### config.mk
export PLATFORM = sky130hd
export DESIGN_NAME = printhead_nozzle_fire_sequencer_top
export DESIGN_NICKNAME = d
export VERILOG_FILES = /design/src/sv/pnfs_pkg.sv /design/src/sv/printhead_nozzle_fire_sequencer_top.sv
export SDC_FILE = /design/constraint.sdc
export NUM_CORES = 1
export LEC_CHECK = 0
export CAP_MARGIN = 20
export CORE_AREA = 2 2 139 141
export CTS_BUF_LIST = sky130_fd_sc_hd__clkbuf_2 sky130_fd_sc_hd__clkbuf_4 sky130_fd_sc_hd__clkbuf_8
export CTS_CLUSTER_DIAMETER = 60
export DETAILED_ROUTE_END_ITERATION = 10
export DIE_AREA = 0 0 141 143
export DONT_BUFFER_PORTS = 1
export PLACE_DENSITY_LB_ADDON = 0.25
export SLEW_MARGIN = 5
export SYNTH_ARGS = -nofsm -noshare
export SYNTH_HDL_FRONTEND = slang
export SYNTH_SLANG_ARGS = --single-unit
### constraint.sdc
create_clock -name clk -period 5.4 [get_ports clk]
set_input_delay 0.81 -clock clk [delete_from_list [all_inputs] [get_ports clk]]
set_output_delay 0.81 -clock clk [all_outputs]
set_load 0.05 [all_outputs]
### src/sv/pnfs_pkg.sv
// ----------------------------------------------------------------------------
// pnfs_pkg: shared types and constants for the nozzle fire sequencer
// Holds the sequencer phase encoding, register indexes and fixed field widths.
// ----------------------------------------------------------------------------
package pnfs_pkg;

  localparam int MASK_W  = 12;
  localparam int ADDR_W  = 4;
  localparam int PULSE_W = 8;
  localparam int TICK_W  = 16;

  localparam logic [TICK_W-1:0] TICK_SAT = '1;

  // Sequencer phases, one-hot.
  typedef enum logic [3:0] {
    PH_IDLE = 4'b0001,
    PH_WAIT = 4'b0010,
    PH_ON   = 4'b0100,
    PH_OFF  = 4'b1000
  } phase_t;

  // Configuration register indexes.
  typedef enum logic [1:0] {
    REG_PULSE_ON  = 2'd0,
    REG_PULSE_OFF = 2'd1,
    REG_ROW_PER   = 2'd2,
    REG_UNUSED    = 2'd3
  } reg_idx_t;

  localparam logic KIND_TICK    = 1'b0;
  localparam logic KIND_REQUEST = 1'b1;

endpackage

### src/sv/printhead_nozzle_fire_sequencer_top.sv
// ----------------------------------------------------------------------------
// printhead_nozzle_fire_sequencer_top: row-based nozzle fire sequencer
// Latches a nozzle mask per row, paces rows by a period counter and walks
// the set mask bits, driving each nozzle address for the on time.
// ----------------------------------------------------------------------------
// Each accepted word has its result word registered in the output register.
// Throughput: one word per cycle while no result word is stalled. The state
// update and the lowest-set-bit search sit between the state registers and
// the output register.
// Reset (rst_n low, synchronous): sequencer idle, row counter saturated so
// the first row starts at once, registers at 6 / 5 / 800, output empty.
module printhead_nozzle_fire_sequencer_top
  import pnfs_pkg::*;
#(
  parameter int NOZZLE_COUNT = 12
) (
  input  logic               clk,
  input  logic               rst_n,

  // Input word channel.
  input  logic               in_valid,
  output logic               in_stall,
  input  logic               in_kind,
  input  logic [MASK_W-1:0]  in_row_mask,

  // Result word channel.
  output logic               out_valid,
  input  logic               out_stall,
  output logic [ADDR_W-1:0]  out_mux_address,
  output logic               out_fire_active,
  output logic               out_busy_res,
  output logic               out_request_dropped,

  // Configuration write channel.
  input  logic               cfg_valid,
  output logic               cfg_ready,
  input  logic [1:0]         cfg_index,
  input  logic [TICK_W-1:0]  cfg_data
);

  // Only mask bits below both the nozzle count and the mask width are fired.
  localparam int FIRE_BITS = (NOZZLE_COUNT < MASK_W) ? NOZZLE_COUNT : MASK_W;

  // Configuration registers.
  logic [PULSE_W-1:0] pulse_on_r;
  logic [PULSE_W-1:0] pulse_off_r;
  logic [TICK_W-1:0]  row_period_r;

  // Sequencer state.
  logic [MASK_W-1:0]  pending_mask_r, pending_mask_nxt;
  logic [ADDR_W-1:0]  nozzle_idx_r, nozzle_idx_nxt;
  phase_t             phase_r, phase_nxt;
  logic [PULSE_W-1:0] phase_cnt_r, phase_cnt_nxt;
  logic [TICK_W-1:0]  since_start_r, since_start_nxt;

  // Output register.
  logic               out_valid_r;
  logic [ADDR_W-1:0]  out_addr_r, out_addr_nxt;
  logic               out_fire_r, out_fire_nxt;
  logic               out_busy_r, out_busy_nxt;
  logic               out_drop_r, out_drop_nxt;

  logic               in_accept;
  logic               do_enter;
  logic [ADDR_W-1:0]  enter_from;
  logic               bit_found;
  logic [ADDR_W-1:0]  bit_pos;
  logic [TICK_W-1:0]  since_inc;

  // The output register frees up when its word is taken, so a new input word
  // can enter in the same cycle that the previous result leaves.
  assign in_stall  = out_valid_r & out_stall;
  assign in_accept = in_valid & ~in_stall;
  assign cfg_ready = 1'b1;

  // Configuration writes. Writes to REG_UNUSED are ignored.
  always_ff @(posedge clk) begin
    if (!rst_n) begin
      pulse_on_r   <= PULSE_W'(6);
      pulse_off_r  <= PULSE_W'(5);
      row_period_r <= TICK_W'(800);
    end else if (cfg_valid && cfg_ready) begin
      unique case (reg_idx_t'(cfg_index))
        REG_PULSE_ON:  pulse_on_r   <= cfg_data[PULSE_W-1:0];
        REG_PULSE_OFF: pulse_off_r  <= cfg_data[PULSE_W-1:0];
        REG_ROW_PER:   row_period_r <= cfg_data;
        default: ;
      endcase
    end
  end

  // The tick counter saturates instead of wrapping, so a long idle stretch
  // always looks like the row period has passed.
  assign since_inc = (since_start_r == TICK_SAT) ? since_start_r
                                                 : since_start_r + TICK_W'(1);

  // Next-state logic for one accepted word.
  always_comb begin
    pending_mask_nxt = pending_mask_r;
    nozzle_idx_nxt   = nozzle_idx_r;
    phase_nxt        = phase_r;
    phase_cnt_nxt    = phase_cnt_r;
    since_start_nxt  = since_start_r;
    do_enter         = 1'b0;
    enter_from       = '0;
    out_drop_nxt     = 1'b0;
    bit_found        = 1'b0;
    bit_pos          = '0;

    if (in_kind == KIND_REQUEST) begin
      // A request is not a tick; while busy it is dropped and nothing moves.
      if (phase_r != PH_IDLE) begin
        out_drop_nxt = 1'b1;
      end else begin
        pending_mask_nxt = in_row_mask;
        if (since_start_r >= row_period_r) begin
          since_start_nxt = '0;
          do_enter        = 1'b1;
        end else begin
          phase_nxt = PH_WAIT;
        end
      end
    end else begin
      since_start_nxt = since_inc;
      unique case (phase_r)
        PH_WAIT: begin
          // The wait always compares against the current period register.
          if (since_inc >= row_period_r) begin
            since_start_nxt = '0;
            do_enter        = 1'b1;
          end
        end
        PH_ON: begin
          // An on time of zero behaves as one tick.
          if (phase_cnt_r <= PULSE_W'(1)) begin
            if (pulse_off_r == '0) begin
              do_enter   = 1'b1;
              enter_from = nozzle_idx_r + ADDR_W'(1);
            end else begin
              phase_nxt     = PH_OFF;
              phase_cnt_nxt = pulse_off_r;
            end
          end else begin
            phase_cnt_nxt = phase_cnt_r - PULSE_W'(1);
          end
        end
        PH_OFF: begin
          if (phase_cnt_r <= PULSE_W'(1)) begin
            do_enter   = 1'b1;
            enter_from = nozzle_idx_r + ADDR_W'(1);
          end else begin
            phase_cnt_nxt = phase_cnt_r - PULSE_W'(1);
          end
        end
        default: ;
      endcase
    end

    // Lowest set mask bit at or above enter_from. The search runs on the next
    // mask value so that a request that starts its row at once sees its own mask.
    for (int b = FIRE_BITS - 1; b >= 0; b--) begin
      if (pending_mask_nxt[b] && (ADDR_W'(b) >= enter_from)) begin
        bit_found = 1'b1;
        bit_pos   = ADDR_W'(b);
      end
    end

    // Move to the next nozzle to fire, or back to idle when the row is done.
    // An empty mask still counts as a started row.
    if (do_enter) begin
      if (bit_found) begin
        nozzle_idx_nxt = bit_pos;
        phase_nxt      = PH_ON;
        phase_cnt_nxt  = pulse_on_r;
      end else begin
        phase_nxt     = PH_IDLE;
        phase_cnt_nxt = '0;
      end
    end

    // The result word shows the state after this word.
    out_fire_nxt = (phase_nxt == PH_ON);
    out_addr_nxt = out_fire_nxt ? nozzle_idx_nxt + ADDR_W'(1) : '0;
    out_busy_nxt = (phase_nxt != PH_IDLE);
  end

  always_ff @(posedge clk) begin
    if (!rst_n) begin
      pending_mask_r <= '0;
      nozzle_idx_r   <= '0;
      phase_r        <= PH_IDLE;
      phase_cnt_r    <= '0;
      since_start_r  <= TICK_SAT;
      out_valid_r    <= 1'b0;
    end else begin
      if (in_accept) begin
        pending_mask_r <= pending_mask_nxt;
        nozzle_idx_r   <= nozzle_idx_nxt;
        phase_r        <= phase_nxt;
        phase_cnt_r    <= phase_cnt_nxt;
        since_start_r  <= since_start_nxt;
        out_valid_r    <= 1'b1;
      end else if (!out_stall) begin
        out_valid_r    <= 1'b0;
      end
    end
  end

  // Result payload; held while the word waits to be taken.
  always_ff @(posedge clk) begin
    if (in_accept) begin
      out_addr_r <= out_addr_nxt;
      out_fire_r <= out_fire_nxt;
      out_busy_r <= out_busy_nxt;
      out_drop_r <= out_drop_nxt;
    end
  end

  assign out_valid           = out_valid_r;
  assign out_mux_address     = out_addr_r;
  assign out_fire_active     = out_fire_r;
  assign out_busy_res        = out_busy_r;
  assign out_request_dropped = out_drop_r;

endmodule
==> impl_metrics.env, run 1 <==
export IMPL_cp_required_ns=5.59
export IMPL_busiest_layer="met2"
export IMPL_maxSlewHeadroom_pct=39.0
export IMPL_clkSlewWorstSetupHoldPaths_ns=0.09
export IMPL_ys_warn_count=0
export IMPL_hpwl_um=11100
export IMPL_final_max_slew_viol_count=0
export IMPL_fin_crit_sh_pct=94.1
export IMPL_ys_flop_type="dfxtp_1"
export IMPL_cap_violations=0
export IMPL_drive_gt1_share_pct=6.36
export IMPL_clk_path_buf_depth=2
export IMPL_hold_path_class="reg -> reg"
export IMPL_ios=46
export IMPL_yosys_cell_types_count=73
export IMPL_first_pass_iters=5
export IMPL_tightestPinTransition_ns=0.911
export IMPL_synth_edf_count=7
export IMPL_syn_instance_count=688
export IMPL_synth_top_area_share_pct=27.8
export IMPL_cts_tree="done"
export IMPL_synth_most_common_cell="nand2_1"
export IMPL_dieArea_um2=20200
export IMPL_use_met2_pct=24.1
export IMPL_drc=0
export IMPL_peakVddDrop_v=0.000116
export IMPL_antenna_found_initial=0
export IMPL_h_tree_depth=3
export IMPL_antenna_cells=0
export IMPL_clock_skew_ns=0.00703
export IMPL_avgSynthCellArea_um2=8.06
export IMPL_synth_commonest_cells="nand2_1, dfxtp_1, a21oi_1, nor2_1, ha_1"
export IMPL_grt_pass1_wl_um=24500
export IMPL_portBuffers=0
export IMPL_fill_cells=1986
export IMPL_synth_seq_cells=84
export IMPL_nets=744
export IMPL_grt_max_degree=59
export IMPL_hold_violations=0
export IMPL_critPathKind="reg -> reg"
export IMPL_status="complete, no violations"
export IMPL_areaGrowthSynthToFinish_pct=7.34
export IMPL_core_area_um2=18600
export IMPL_numClockSinks=84
export IMPL_track_usage_pct=15.4
export IMPL_rsz0062_at_grt="false"
export IMPL_insertion_delay_ns=0.37
export IMPL_use_met3_pct=2.85
export IMPL_die_w_um=141
export IMPL_arrival_ns=5.27
export IMPL_synthArstFlopShare_pct=0
export IMPL_grt_pass1_vias=4606
export IMPL_vias=4917
export IMPL_r2r_setup_slack_ns=0.32
export IMPL_syn_area_um2=5540
export IMPL_rows=50
export IMPL_setup_viol=0
export IMPL_worst_setup_path_end_kind="register"
export IMPL_fmax_mhz=197
export IMPL_cts_root_buf="clkbuf_8"
export IMPL_initial_core_util_pct=29.8
export IMPL_drt_wl_total_um=15200
export IMPL_die_h_um=143
export IMPL_synth_top_area_cell="dfxtp_1"
export IMPL_total_power_w=0.00175
export IMPL_fin_crit_ns=5.08
export IMPL_detail_route_antenna_nets=0
export IMPL_overflow=0
export IMPL_start_kind="register"
export IMPL_via_per_inst=5.40
export IMPL_power_leakage_nw=2.26
export IMPL_dr_first_iter_drc_count=358
export IMPL_yosysSeqAreaShare_pct=31.6
export IMPL_ys_top_cells_by_area="dfxtp_1, ha_1, nand2_1"
export IMPL_cts_made_buffers=9
export IMPL_gp_congestion=0.816
export IMPL_critPathMaxFanout=8
export IMPL_tns_ns=0
export IMPL_syn_num_nets=761
export IMPL_routedWlPerCell_um=16.7
export IMPL_use_met1_pct=21.2
export IMPL_powerDensity_nw_per_um2=294
-- critical path, cell delays in order (launching register included) --
cell and delay [ns]:
dfxtp_1 0.47, nand4_1 0.21, nor4_2 0.41, nand3_2 0.23, and3_1 0.28, nand2b_1 0.21
nor2_1 0.09, xnor2_1 0.19, ha_1 0.28, and3_1 0.17, o311a_1 0.32, a211oi_1 0.25
o31ai_1 0.12, buf_4 0.17, a21bo_2 0.23, o311a_1 0.24, mux2_1 0.35, ha_1 0.22
and3_1 0.18, a2111oi_2 0.26
-- stage by stage --
step | hold WS, ns | std cells | area (um2) | worst slack, ns | util, %
6_report | 0.460 | 910 | 5950 | 0.320 | 32.0
5_1_grt | 0.483 | 910 | 5950 | 0.0559 | 32.0
2_1_floorplan | 0.436 | 688 | 5540 | 0.678 | -
3_5_place_dp | 0.448 | 894 | 5750 | 0.163 | 31.0
4_1_cts | 0.461 | 910 | 5940 | 0.125 | 32.0
3_3_place_gp | 0.444 | 894 | 5750 | 0.278 | 31.0
-- registers in the layout, summed over array words and instances, names as in the netlist --
| name | cells |
|---|---|
| out_request_dropped | 1 |
| since_start_r | 16 |
| out_valid | 1 |
| phase_r | 4 |
| pulse_off_r | 8 |
| row_period_r | 16 |
| out_busy_res | 1 |
| pending_mask_r | 12 |
| out_mux_address | 4 |
| pulse_on_r | 8 |
| phase_cnt_r | 8 |
| nozzle_idx_r | 4 |
| out_fire_active | 1 |
-- where the power goes --
| part | internal (W) | switching (W) |
|---|---|---|
| logic | 0.000227 | 0.000315 |
| registers | 0.000676 | 0.0000738 |
| clock network | 0.000215 | 0.000243 |
-- kinds of logic (layout without fill, tap and decap cells) --
family                     after synthesis  after routing  synth area share (%)
other                                    1              1                0.0677
buffers and inverters                   71             59                  5.26
adders and majority gates               37             37                  8.35
AOI/OAI and AO/OA                      201            201                  24.5
and+or+nand+nor                        247            247                  22.1
muxes                                   27             27                  4.97
DFF                                     84             84                  31.6
xor gates and xnor gates                20             20                  3.16
-- cells in the final DEF, fill, tap and decap left out, drive strengths merged, types with 13 or more instances in the layout --
cell type / synthesis / routed
ha: 37 / 37
inv: 32 / 32
a221o: 14 / 14
xnor2: 13 / 13
mux2i: 23 / 23
nor2: 49 / 49
nor3: 14 / 14
a21oi: 57 / 57
o21ai: 35 / 35
nand3: 15 / 15
nand2: 97 / 97
and3: 15 / 15
dfxtp: 77 / 77
a211oi: 16 / 16
-- final cells by class --
class,count,area [um2],area share [%]
multi-input cells,533,3520,59.1
repair buffers,11,82.6,1.39
inverters,32,120,2.02
flip-flops and latches,84,1750,29.4
well taps,234,293,4.92
clock buffers,10,131,2.21
clock inverters,6,55.1,0.925
-- path summary, 6_finish.rpt --
kind | start | to | cells after the start
worst min register to register | row_period_r[6]$_SDFFE_PN0P_ | row_period_r[6]$_SDFFE_PN0P_ | 2
worst max-delay path | since_start_r[6]$_SDFFE_PN1P_ | out_mux_address[2]$_SDFFCE_PP0P_ | 19
worst min-delay path | row_period_r[6]$_SDFFE_PN0P_ | row_period_r[6]$_SDFFE_PN0P_ | 2
worst max register to register | since_start_r[6]$_SDFFE_PN1P_ | out_mux_address[2]$_SDFFCE_PP0P_ | 19
-- repair_timing --
item / CTS / global route
gates resized for setup: 0 / 2
endpoints found under the setup margin: 0 / 1
hold buffers: 0 / 0
setup buffers: 0 / 0
-- routing by layer --
| layer | up-vias | share of wire [%] |
|---|---|---|
| met4 | 0 | 1.6 |
| met1 | 2309 | 50 |
| met2 | 104 | 44 |
| met5 | - | 0 |
| met3 | 17 | 4.0 |
| li1 | 2487 | - |
No activity file was read; power rests on OpenSTA's default activity.
==> run 2, diff against run 1 <==
--- a/config.mk
+++ b/config.mk
@@ -12,6 +12,7 @@
 export DETAILED_ROUTE_END_ITERATION = 10
 export DIE_AREA = 0 0 141 143
 export DONT_BUFFER_PORTS = 1
+export GPL_TIMING_DRIVEN = 0
 export PLACE_DENSITY_LB_ADDON = 0.25
 export SLEW_MARGIN = 5
 export SYNTH_ARGS = -nofsm -noshare
==> run 2 against run 1 <==
Effect of this change: final cell count grew 3.2%; die area unchanged; count of clock-buffer cells in the layout rose by 1; core utilization rose by 0.70 points; fmax up 1.1%; power is 0.21% higher; design area increased by 2.2%; highest routed layer unchanged.
==> impl_metrics.env, run 2 (same netlist as run 1, synthesis figures left out) <==
export IMPL_critPathMaxFanout=8
export IMPL_powerDensity_nw_per_um2=288
export IMPL_die_w_um=141
export IMPL_cts_tree="done"
export IMPL_fin_crit_sh_pct=93.0
export IMPL_rows=50
export IMPL_grt_pass1_vias=4774
export IMPL_start_kind="register"
export IMPL_numClockSinks=84
export IMPL_placed_area_um2=5840
export IMPL_fin_crit_ns=5.02
export IMPL_fmax_mhz=199
export IMPL_grt_max_degree=17
export IMPL_tightestPinTransition_ns=0.939
export IMPL_antenna_found_initial=0
export IMPL_areaGrowthSynthToFinish_pct=9.68
export IMPL_routedWlPerCell_um=17.3
export IMPL_dieArea_um2=20200
export IMPL_ios=46
export IMPL_arrival_ns=5.20
export IMPL_nets=776
export IMPL_clkSlewWorstSetupHoldPaths_ns=0.09
export IMPL_path_common_cell="and3_1"
export IMPL_worst_setup_path_end_kind="register"
export IMPL_clk_path_buf_depth=2
export IMPL_cts_made_buffers=9
export IMPL_critPathKind="reg -> reg"
export IMPL_final_max_slew_viol_count=0
export IMPL_h_tree_depth=3
export IMPL_via_per_inst=5.41
export IMPL_top_regs="row_period_r x16, since_start_r x16, pending_mask_r x12"
export IMPL_setup_viol=0
export IMPL_cp_required_ns=5.57
export IMPL_detail_route_antenna_nets=0
export IMPL_final_common_cell="nand2_1"
export IMPL_fin_util_pct=32.7
export IMPL_clock_skew_ns=0.0205
export IMPL_cts_root_buf="clkbuf_8"
export IMPL_gp_congestion=0.850
export IMPL_drive_gt1_share_pct=7.09
export IMPL_first_pass_iters=5
export IMPL_insertion_delay_ns=0.38
export IMPL_status="complete, no violations"
export IMPL_vias=5076
export IMPL_path_cells="clkbuf_2, nand4_1, nor4_4, nand3_2, and3_1, nand2b_2, nor2_1, xnor2_2, ha_1, and3_1, o311a_1, a211oi_2, o31ai_4, a21bo_2, o311a_1, buf_2, mux2_1, ha_1, and3_1, a2111oi_2"
export IMPL_slowest_stage="dfxtp_1"
export IMPL_final_cell_mix="nand2_1, dfxtp_1, a21oi_1"
export IMPL_slowest_delay_ns=0.37
export IMPL_maxSlewHeadroom_pct=35.8
export IMPL_cap_violations=0
export IMPL_power_leakage_nw=2.32
export IMPL_hold_violations=0
export IMPL_peakVddDrop_v=0.000136
export IMPL_grt_pass1_wl_um=25600
export IMPL_stdcell_area_um2=6080
export IMPL_dr_first_iter_drc_count=301
export IMPL_core_area_um2=18600
export IMPL_portBuffers=0
export IMPL_drt_wl_total_um=16300
export IMPL_track_usage_pct=16.1
export IMPL_die_h_um=143
export IMPL_antenna_cells=0
export IMPL_drc=0
export IMPL_fill_cells=1986
export IMPL_overflow=0
export IMPL_initial_core_util_pct=29.8
export IMPL_hpwl_um=12300
export IMPL_hold_path_class="reg -> reg"
run 2: cell count changes in the layout (fill, tap and decap cells not counted), sizes merged:
cell,change
buf,+8
bufinv,-1
clkbuf,+25
clkinv,-3
clkinvlp,-1
inv,+1
run 2: final cells by class:
class / count / area (um2) / area share (%)
inverters: 32 / 120 / 1.98
clock inverters: 2 / 11.3 / 0.185
well taps: 234 / 293 / 4.82
multi-input cells: 533 / 3550 / 58.4
flip-flops and latches: 84 / 1750 / 28.8
clock buffers: 11 / 151 / 2.49
repair buffers: 4 / 30.0 / 0.494
plain buffers: 39 / 174 / 2.86
run 2: final timing paths:
path                            slack, ns                                to  cells past startpoint                          start
worst max-delay path                 0.38  out_mux_address[2]$_SDFFCE_PP0P_                     20  since_start_r[6]$_SDFFE_PN1P_
worst min-delay path                 0.46     row_period_r[14]$_SDFFE_PN0P_                      2  row_period_r[14]$_SDFFE_PN0P_
worst max register to register       0.38  out_mux_address[2]$_SDFFCE_PP0P_                     20  since_start_r[6]$_SDFFE_PN1P_
worst min register to register       0.46     row_period_r[14]$_SDFFE_PN0P_                      2  row_period_r[14]$_SDFFE_PN0P_
run 2: worst max-delay path, delay by kind of cell, from the launching register on:
family                     cells  cell delay (ns)
DFF                            1             0.37
and+or+nand+nor                8             1.58
adders and majority gates      2             0.51
buffers and inverters          2             0.39
AOI/OAI and AO/OA              6             1.42
muxes                          1             0.33
xor gates and xnor gates       1             0.20
run 2: power breakdown:
| part | internal (W) | switching [W] | total (W) |
|---|---|---|---|
| combinational | 0.000234 | 0.000349 | 0.000583 |
| sequential | 0.000676 | 0.0000668 | 0.000742 |
| clock | 0.000185 | 0.000242 | 0.000427 |
run 2: routing by layer:
metal | wire length [um] | share of wire (%) | GRT usage (%)
met2 | 6930 | 43 | 24.5
met4 | 314 | 1.9 | 5.79
met3 | 866 | 5.3 | 3.15
met1 | 8160 | 50 | 22.6
met5 | 0 | 0 | 0
run 2: through the flow:
step	total power [W]	hold slack (ns)	setup slack (ns)	cells	TNS, ns
floorplan	0.00117	0.436	0.678	688	0
global placement	0.00131	0.445	-0.498	922	-4.93
detailed placement	0.00131	0.448	-0.418	922	-3.88
CTS	0.00175	0.460	0.00646	935	0
global route	0.00186	0.482	-0.0270	939	-0.0270
finish	0.00175	0.457	0.376	939	0
run 2: timing repair:
| item | in CTS | in global routing |
|---|---|---|
| gates resized for setup | 5 | 6 |
| gates cloned | 0 | 0 |
| pin swaps | 0 | 1 |
| hold buffers | 0 | 0 |
| setup endpoints to repair | 13 | 24 |
| setup buffers | 0 | 4 |
